## src/hw/rtl/rlps_pkg.sv

```systemverilog
// ----------------------------------------------------------------------------
// rlps_pkg
// Types, constants and helpers shared by the random-last permutation selector.
// ----------------------------------------------------------------------------
package rlps_pkg;

  localparam int MAX_JOINS = 5;
  localparam int IDX_W     = 7;
  localparam int CFG_W     = 3;
  localparam int JOIN_W    = $clog2(MAX_JOINS + 1);
  localparam int FACT_W    = 16;
  localparam logic [CFG_W-1:0] JOIN_COUNT_RESET = 3'd5;

  typedef enum logic {
    ACT_SET   = 1'b0,
    ACT_QUERY = 1'b1
  } action_t;

  typedef enum logic [1:0] {
    ST_IDLE,
    ST_WALK,
    ST_DONE
  } state_t;

  typedef struct packed {
    logic             action;
    logic [IDX_W-1:0] permutation_index;
    logic             join_is_random;
  } req_t;

  typedef struct packed {
    logic [IDX_W-1:0] chosen_permutation;
    logic             index_error;
  } rsp_t;

  typedef struct packed {
    logic clear;
    logic step;
  } walk_ctrl_t;

  typedef struct packed {
    logic [IDX_W-1:0]     idx;
    logic [MAX_JOINS-1:0] seq;
    logic [JOIN_W-1:0]    first;
    logic                 last;
  } walk_stat_t;

  // factorial of a small join count
  function automatic logic [FACT_W-1:0] fact(input logic [JOIN_W-1:0] n);
    logic [FACT_W-1:0] f;
    f = FACT_W'(1);
    for (int i = 2; i <= MAX_JOINS; i++) begin
      if (i <= int'(n)) begin
        f = FACT_W'(f * FACT_W'(i));
      end
    end
    return f;
  endfunction

endpackage

```

## src/hw/rtl/rlps_walker.sv

```systemverilog
// ----------------------------------------------------------------------------
// rlps_walker
// Steps through permutations in lexicographic order, one per cycle while step
// is high, with a mixed-radix digit counter; gives the current flag sequence.
// ----------------------------------------------------------------------------
module rlps_walker (
  input  logic                            clk,
  input  rlps_pkg::walk_ctrl_t            ctrl,
  input  logic [rlps_pkg::JOIN_W-1:0]     joins,
  input  logic [rlps_pkg::MAX_JOINS-1:0]  flags,
  output rlps_pkg::walk_stat_t            stat
);

  logic [rlps_pkg::JOIN_W-1:0] digit      [rlps_pkg::MAX_JOINS];
  logic [rlps_pkg::JOIN_W-1:0] digit_next [rlps_pkg::MAX_JOINS];
  logic [rlps_pkg::IDX_W-1:0]  idx;
  logic                        last;
  logic [rlps_pkg::MAX_JOINS-1:0] seq;

  // top digit of position p has radix (joins - p)
  function automatic logic [rlps_pkg::JOIN_W-1:0] digit_max(
    input logic [rlps_pkg::JOIN_W-1:0] n,
    input int                          p
  );
    int m;
    m = int'(n) - 1 - p;
    return (m > 0) ? rlps_pkg::JOIN_W'(m) : '0;
  endfunction

  // mixed-radix increment, carry from the last position toward the first
  always_comb begin
    logic carry;
    carry = 1'b1;
    last  = 1'b1;
    for (int p = rlps_pkg::MAX_JOINS - 1; p >= 0; p--) begin
      digit_next[p] = digit[p];
      if (p < int'(joins)) begin
        if (digit[p] != digit_max(joins, p)) begin
          last = 1'b0;
        end
        if (carry) begin
          if (digit[p] == digit_max(joins, p)) begin
            digit_next[p] = '0;
          end else begin
            digit_next[p] = digit[p] + rlps_pkg::JOIN_W'(1);
            carry = 1'b0;
          end
        end
      end
    end
  end

  // pick joins from the remaining list; position 0 lands in the msb
  always_comb begin
    logic [rlps_pkg::MAX_JOINS-1:0] avail;
    logic [rlps_pkg::MAX_JOINS-1:0] avail_next;
    logic                           bit_sel;
    avail = flags;
    seq   = '0;
    for (int p = 0; p < rlps_pkg::MAX_JOINS; p++) begin
      bit_sel    = 1'b0;
      avail_next = avail;
      for (int i = 0; i < rlps_pkg::MAX_JOINS; i++) begin
        if (digit[p] == rlps_pkg::JOIN_W'(i)) begin
          bit_sel = avail[i];
        end
        if (rlps_pkg::JOIN_W'(i) >= digit[p]) begin
          avail_next[i] = (i + 1 < rlps_pkg::MAX_JOINS) ?
                          avail[(i + 1) % rlps_pkg::MAX_JOINS] : 1'b0;
        end
      end
      if (p < int'(joins)) begin
        seq[rlps_pkg::MAX_JOINS-1-p] = bit_sel;
        avail = avail_next;
      end
    end
  end

  always_ff @(posedge clk) begin
    if (ctrl.clear) begin
      for (int p = 0; p < rlps_pkg::MAX_JOINS; p++) begin
        digit[p] <= '0;
      end
      idx <= '0;
    end else if (ctrl.step) begin
      for (int p = 0; p < rlps_pkg::MAX_JOINS; p++) begin
        digit[p] <= digit_next[p];
      end
      idx <= idx + rlps_pkg::IDX_W'(1);
    end
  end

  assign stat.idx   = idx;
  assign stat.seq   = seq;
  assign stat.first = digit[0];
  assign stat.last  = last;

endmodule

```

## src/hw/rtl/random_last_permutation_selector.sv

```systemverilog
// ----------------------------------------------------------------------------
// random_last_permutation_selector
// Keeps one random flag per join; sets a flag through the first join of a
// permutation, or scans all permutations for the one that puts random joins
// last, keeping the given index unless another is strictly better.
// ----------------------------------------------------------------------------
//  channel   signals                         moves
//  req       req_valid / req_stall / req     set or query transaction
//  rsp       rsp_valid / rsp_stall / rsp     chosen index and error flag
//  cfg       cfg_write / cfg_data            join_count register
//
//  a query walks all n! permutations, one per cycle
//  a set walks up to its own index; a bad index skips the walk
//  req_stall is high while busy
//  rst is synchronous; flags clear to not random and join_count returns to 5
//  a result waits in the output register while rsp_stall is high
// ----------------------------------------------------------------------------
module random_last_permutation_selector (
  input  logic                          clk,
  input  logic                          rst,
  input  logic                          cfg_write,
  input  logic [rlps_pkg::CFG_W-1:0]    cfg_data,
  input  logic                          req_valid,
  output logic                          req_stall,
  input  rlps_pkg::req_t                req,
  output logic                          rsp_valid,
  input  logic                          rsp_stall,
  output rlps_pkg::rsp_t                rsp
);

  rlps_pkg::state_t               state, state_next;
  logic [rlps_pkg::CFG_W-1:0]     join_count;
  logic [rlps_pkg::JOIN_W-1:0]    joins;
  logic [rlps_pkg::MAX_JOINS-1:0] flags;
  logic                           act;
  logic [rlps_pkg::IDX_W-1:0]     idx;
  logic                           rand_flag;
  logic                           err;
  logic [rlps_pkg::MAX_JOINS-1:0] min_seq;
  logic [rlps_pkg::IDX_W-1:0]     min_idx;
  logic [rlps_pkg::MAX_JOINS-1:0] own_seq;
  rlps_pkg::walk_ctrl_t           ctrl;
  rlps_pkg::walk_stat_t           stat;
  logic                           accept;
  logic                           bad_index;
  logic                           load_rsp;
  logic                           write_flag;

  always_comb begin
    if (join_count == '0) begin
      joins = rlps_pkg::JOIN_W'(1);
    end else if (int'(join_count) > rlps_pkg::MAX_JOINS) begin
      joins = rlps_pkg::JOIN_W'(rlps_pkg::MAX_JOINS);
    end else begin
      joins = rlps_pkg::JOIN_W'(join_count);
    end
  end

  assign req_stall = (state != rlps_pkg::ST_IDLE);
  assign accept    = req_valid && !req_stall;
  assign bad_index = {{(rlps_pkg::FACT_W - rlps_pkg::IDX_W){1'b0}}, req.permutation_index}
                     >= rlps_pkg::fact(joins);

  rlps_walker u_walker (
    .clk   (clk),
    .ctrl  (ctrl),
    .joins (joins),
    .flags (flags),
    .stat  (stat)
  );

  always_ff @(posedge clk) begin
    if (rst) begin
      state <= rlps_pkg::ST_IDLE;
    end else begin
      state <= state_next;
    end
  end

  always_comb begin
    state_next = state;
    ctrl       = '0;
    load_rsp   = 1'b0;
    write_flag = 1'b0;
    unique case (state)
      rlps_pkg::ST_IDLE: begin
        if (accept) begin
          ctrl.clear = 1'b1;
          state_next = bad_index ? rlps_pkg::ST_DONE : rlps_pkg::ST_WALK;
        end
      end
      rlps_pkg::ST_WALK: begin
        ctrl.step = 1'b1;
        if (act == rlps_pkg::ACT_SET) begin
          if (stat.idx == idx) begin
            write_flag = 1'b1;
            state_next = rlps_pkg::ST_IDLE;
          end
        end else if (stat.last) begin
          state_next = rlps_pkg::ST_DONE;
        end
      end
      rlps_pkg::ST_DONE: begin
        if (!rsp_valid || !rsp_stall) begin
          load_rsp   = 1'b1;
          state_next = rlps_pkg::ST_IDLE;
        end
      end
      default: state_next = rlps_pkg::ST_IDLE;
    endcase
  end

  always_ff @(posedge clk) begin
    if (rst) begin
      join_count <= rlps_pkg::JOIN_COUNT_RESET;
      flags      <= '0;
    end else begin
      if (cfg_write) begin
        join_count <= cfg_data;
      end
      if (write_flag) begin
        for (int j = 0; j < rlps_pkg::MAX_JOINS; j++) begin
          if (stat.first == rlps_pkg::JOIN_W'(j)) begin
            flags[j] <= rand_flag;
          end
        end
      end
    end
  end

  // transaction fields and scan bookkeeping
  always_ff @(posedge clk) begin
    if (accept) begin
      act       <= req.action;
      idx       <= req.permutation_index;
      rand_flag <= req.join_is_random;
      err       <= bad_index;
    end
    if (state == rlps_pkg::ST_WALK) begin
      // lower flag sequence puts random joins later; first hit wins ties
      if (stat.idx == '0 || stat.seq < min_seq) begin
        min_seq <= stat.seq;
        min_idx <= stat.idx;
      end
      if (stat.idx == idx) begin
        own_seq <= stat.seq;
      end
    end
  end

  always_ff @(posedge clk) begin
    if (rst) begin
      rsp_valid <= 1'b0;
    end else if (load_rsp) begin
      rsp_valid <= 1'b1;
    end else if (!rsp_stall) begin
      rsp_valid <= 1'b0;
    end
  end

  always_ff @(posedge clk) begin
    if (load_rsp) begin
      rsp.index_error <= err;
      if (err) begin
        rsp.chosen_permutation <= '0;
      end else if (own_seq == min_seq) begin
        rsp.chosen_permutation <= idx;
      end else begin
        rsp.chosen_permutation <= min_idx;
      end
    end
  end

endmodule

```

## config.mk

```make
export PLATFORM = sky130hd
export DESIGN_NAME = random_last_permutation_selector
export DESIGN_NICKNAME = d
export VERILOG_FILES = /design/src/hw/rtl/rlps_pkg.sv /design/src/hw/rtl/rlps_walker.sv /design/src/hw/rtl/random_last_permutation_selector.sv
export SDC_FILE = /design/constraint.sdc
export NUM_CORES = 1
export LEC_CHECK = 0
export BUFFER_PORTS_ARGS = -buffer_cell sky130_fd_sc_hd__buf_4
export CAP_MARGIN = 10
export CORE_MARGIN = 2
export CORE_UTILIZATION = 50
export DETAILED_ROUTE_END_ITERATION = 10
export PLACE_DENSITY = 0.66
export SETUP_SLACK_MARGIN = 0.1
export SYNTH_ARGS = -nofsm -noshare
export SYNTH_HDL_FRONTEND = slang
export SYNTH_HIERARCHICAL = 1
export SYNTH_SLANG_ARGS = --single-unit
```

## constraint.sdc

```tcl
create_clock -name clk -period 6.3 [get_ports clk]
set_input_delay 0.315 -clock clk [delete_from_list [all_inputs] [get_ports clk]]
set_output_delay 0.315 -clock clk [all_outputs]
set_load 0.01 [all_outputs]
```

==> flow_metrics.py <==
metrics = {
    "outcome": {
        "outcome": "completed",
    },
    "run": {
        "max_cap_violations": 0,
    },
    "yosys": {
        "yosys_warnings": 6,
        "netlist_area_sq_mm": 0.00486,
        "ys.flop_type": "edfxtp_1",
        "avgSynthCellArea_sq_um": 9.41,
        "netlist_instances": 517,
        "yosysUniqueCellTypes": 73,
        "synth_nets": 576,
        "async_flop_share": 0,
        "synth-seq-cells": 68,
        "synth_edf_count": 50,
        "yosysSeqAreaShare": 0.383,
    },
    "global_route": {
        "globalRoute.totalOverflow": 0,
        "antenna_found_initial": 0,
        "grt_pass1_wl_um": 18100,
        "use_met1": 0.309,
        "grt_max_degree": 25,
        "use_met2": 0.347,
        "grtUsageTotal": 0.221,
        "grt_pass1_vias": 3660,
        "busiest_layer": "met2",
        "grt_use_met3": 0.0427,
    },
    "critical_path": {
        "cp_common_cell": "ha_1",
        "slowest_delay_ns": 0.48,
        "cp.arrival_ns": 4.95,
        "r2r_start": "join_count[2]",
        "timing.rr.end": "min_seq[3]",
        "cp_data_required_time_ns": 6.28,
        "reg2reg_slack_ns": 1.33,
        "crit_type": "reg -> reg",
        "cp_max_fo": 21,
        "path_cells": "buf_4, inv_1, nor2_1, o21bai_1, buf_4, clkinv_1, ha_1, ha_1, or2_4, nor3_2, mux2_2, o21ai_2, mux2i_1, a221oi_2, a21oi_1, ha_1, a21oi_1, nor2b_1, o21ai_0, a22o_1",
        "cp-start-kind": "flop",
        "r2r_cells": 20,
        "cp_slowest_cell": "a22o_1",
        "endpoint_kind": "flop",
    },
    "clock_network": {
        "tritoncts": "built",
        "path_clk_slew_ns": 0.09,
        "numCtsBuffers": 9,
        "cts_buffer_depth": 2,
        "htreeDepth": 3,
        "cts.sinks": 68,
        "clock_latency_ns": 0.35,
        "cts_hold_buf": 0,
        "cts_root_buffer": "clkbuf_8",
        "cts_resized": 0,
        "postCtsSetupBuffers": 0,
    },
    "timing": {
        "hold_viol_final": 0,
        "skew_ns": 0.0152,
        "fin_crit_sh": 0.788,
        "fmax_mhz": 201,
        "setup_viol": 0,
        "drv_slew": 0,
        "worstMarginPinSlew_ns": 0.955,
        "final.setup.worst_slack_ns": 1.33,
        "period_minus_slack_ns": 4.97,
        "rsz0062_at_grt": "false",
        "finalSetupTns_ns": 0,
        "maxSlewHeadroom": 0.360,
    },
    "worst_hold_path": {
        "hold_path_startpoint": "rst",
        "hold_path.class": "in -> reg",
        "worstHoldEndpoint": "rsp_valid",
        "min_path_cells": 2,
    },
    "drt": {
        "wirelength_um": 10900,
        "vias_per_cell": 5.69,
        "drtIter0Drc": 330,
        "drc": 0,
        "wire_per_inst_um": 16.2,
        "num_vias": 3821,
        "dr.pass1.iters": 5,
        "ant_nets": 0,
    },
    "power_and_ir_drop": {
        "p_comb_frac": 0.299,
        "p_sw_w": 0.000522,
        "p_leak_nw": 2.16,
        "total_power_w": 0.00146,
        "switching_share": 0.358,
        "pwr-share-clk": 0.263,
        "powerDensity_mw_per_mm2": 273,
        "ir_worst_vdd_uv": 143,
        "p_int_w": 0.000936,
        "pwr-share-seq": 0.438,
    },
    "placed_design": {
        "gp_congestion": 0.893,
        "pre_cts_ws_ns": 1.35,
        "dp_hpwl_um": 8180,
        "io_buffers": 26,
    },
    "floorplan": {
        "core_area_sq_mm": 0.00933,
        "die_y_um": 103,
        "die_area_sq_mm": 0.0105,
        "io_pins": 27,
        "start_util": 0.522,
        "die_x_um": 103,
        "rows": 35,
    },
    "final_layout": {
        "diodes": 0,
        "num-nets-final": 596,
        "syn2layout_area_growth_pct": 9.93,
        "layout-drive-gt1-share": 0.146,
    },
}
## Yosys cell counts (6+ instances only)
cell | n | area, sq um
a21oi_1 | 22 | 110
and3_1 | 9 | 56.3
clkbuf_1 | 12 | 45.0
dfxtp_1 | 18 | 360
edfxtp_1 | 50 | 1500
ha_1 | 42 | 526
inv_1 | 33 | 124
mux2i_1 | 24 | 240
nand2_1 | 51 | 191
nand2b_1 | 11 | 68.8
nand3_1 | 15 | 75.1
nand4_1 | 8 | 50.1
nor2_1 | 50 | 188
nor2b_1 | 6 | 37.5
nor3_1 | 7 | 35.0
o21ai_0 | 25 | 125
xnor2_1 | 17 | 149
xor2_1 | 12 | 105
## per-layer routing
| layer | up-vias | wire, um | part of all wire |
|---|---|---|---|
| met5 | - | 0 | 0 |
| met4 | 0 | 212 | 0.019 |
| met3 | 20 | 537 | 0.049 |
| met2 | 103 | 4850 | 0.45 |
| met1 | 1789 | 5300 | 0.49 |
| li1 | 1909 | - | - |
## through the flow
| stage | utilization | hold WS, ns | std cells | cell area (sq um) |
|---|---|---|---|---|
| 2_1_floorplan | - | 0.384 | 517 | 4860 |
| 3_3_place_gp | 0.551 | 0.490 | 655 | 5140 |
| 3_5_place_dp | 0.551 | 0.493 | 655 | 5140 |
| 4_1_cts | 0.573 | 0.126 | 671 | 5350 |
| 5_1_grt | 0.573 | 0.130 | 671 | 5350 |
| 6_report | 0.573 | 0.141 | 671 | 5350 |
## critical path, delay by kind of cell, from the launching register on
family	cells	cell delay, ns
muxes	2	0.56
adders and majority gates	3	0.86
and+or+nand+nor	4	0.57
AOI/OAI and AO/OA	7	1.46
DFF	1	0.30
buffers and inverters	4	0.84
## worst max path at each step
stage | startpoint | to | slack, ns | cells past startpoint
final | join_count[2] | min_seq[3] | 1.33 | 20
after global placement | join_count[2] | min_idx[3] | 1.54 | 20
after floorplan | join_count[2] | min_idx[0] | 1.76 | 17
after detailed placement | join_count[2] | min_idx[5] | 1.35 | 20
after CTS | join_count[2] | min_idx[6] | 1.33 | 19
after global routing | join_count[2] | min_seq[4] | 0.98 | 20
## logic make-up after synthesis
logic type	Yosys count	synth area share
AO/OA/AOI/OAI	107	0.153
AND/OR/NAND/NOR	187	0.197
flip-flops	68	0.383
XOR/XNOR	29	0.0522
adder cells (fa/ha/maj)	42	0.108
multiplexers	27	0.0563
other	1	0.000771
buffers and inverters	56	0.0502
## sequential cells by signal, indices dropped and copies added, names as in the netlist
| name | count |
|---|---|
| flags | 5 |
| act | 1 |
| min_idx | 7 |
| own_seq | 5 |
| state | 2 |
| rand_flag | 1 |
| err | 1 |
| idx | 7 |
| rsp_valid | 1 |
| u_walker/digit | 15 |
| join_count | 3 |
| min_seq | 5 |
| u_walker/idx | 7 |
| rsp | 8 |
## cells in the final DEF, fill, tap and decap left out, types with 4 or more instances in the layout
cell type / Yosys / routed
nand2_1: 51 / 51
edfxtp_1: 50 / 50
nor2_1: 50 / 49
ha_1: 42 / 42
inv_1: 33 / 33
buf_4: 4 / 30
o21ai_0: 25 / 25
mux2i_1: 24 / 24
a21oi_1: 22 / 22
dfxtp_1: 18 / 18
xnor2_1: 17 / 17
nand3_1: 15 / 15
xor2_1: 12 / 12
nand2b_1: 11 / 11
and3_1: 9 / 9
clkbuf_8: 0 / 9
nand4_1: 8 / 8
nor3_1: 7 / 7
nor2b_1: 6 / 6
or3_1: 5 / 5
a211oi_1: 5 / 5
o21ai_1: 5 / 5
o21bai_1: 4 / 4
a31oi_1: 4 / 4
o22ai_1: 4 / 4
nand3b_1: 4 / 4
nor3_2: 4 / 4
## power groups by stage
stage / Combinational, W / Sequential (W) / Clock, W
4_1_cts: 0.000435 / 0.000637 / 0.000391
3_3_place_gp: 0.000426 / 0.000646 / 0
6_report: 0.000436 / 0.000639 / 0.000384
2_1_floorplan: 0.000352 / 0.000613 / 0
5_1_grt: 0.000492 / 0.000647 / 0.000409
3_5_place_dp: 0.000431 / 0.000647 / 0
## layout make-up
type	instances	area, sq um
well taps	129	161
flip-flops and latches	68	1860
multi-input cells	393	2760
fillers	854	3980
clock inverters	7	82.6
inverters	35	131
clock buffers	9	124
repair buffers	30	225
No activity file was read; power rests on OpenSTA's default activity.
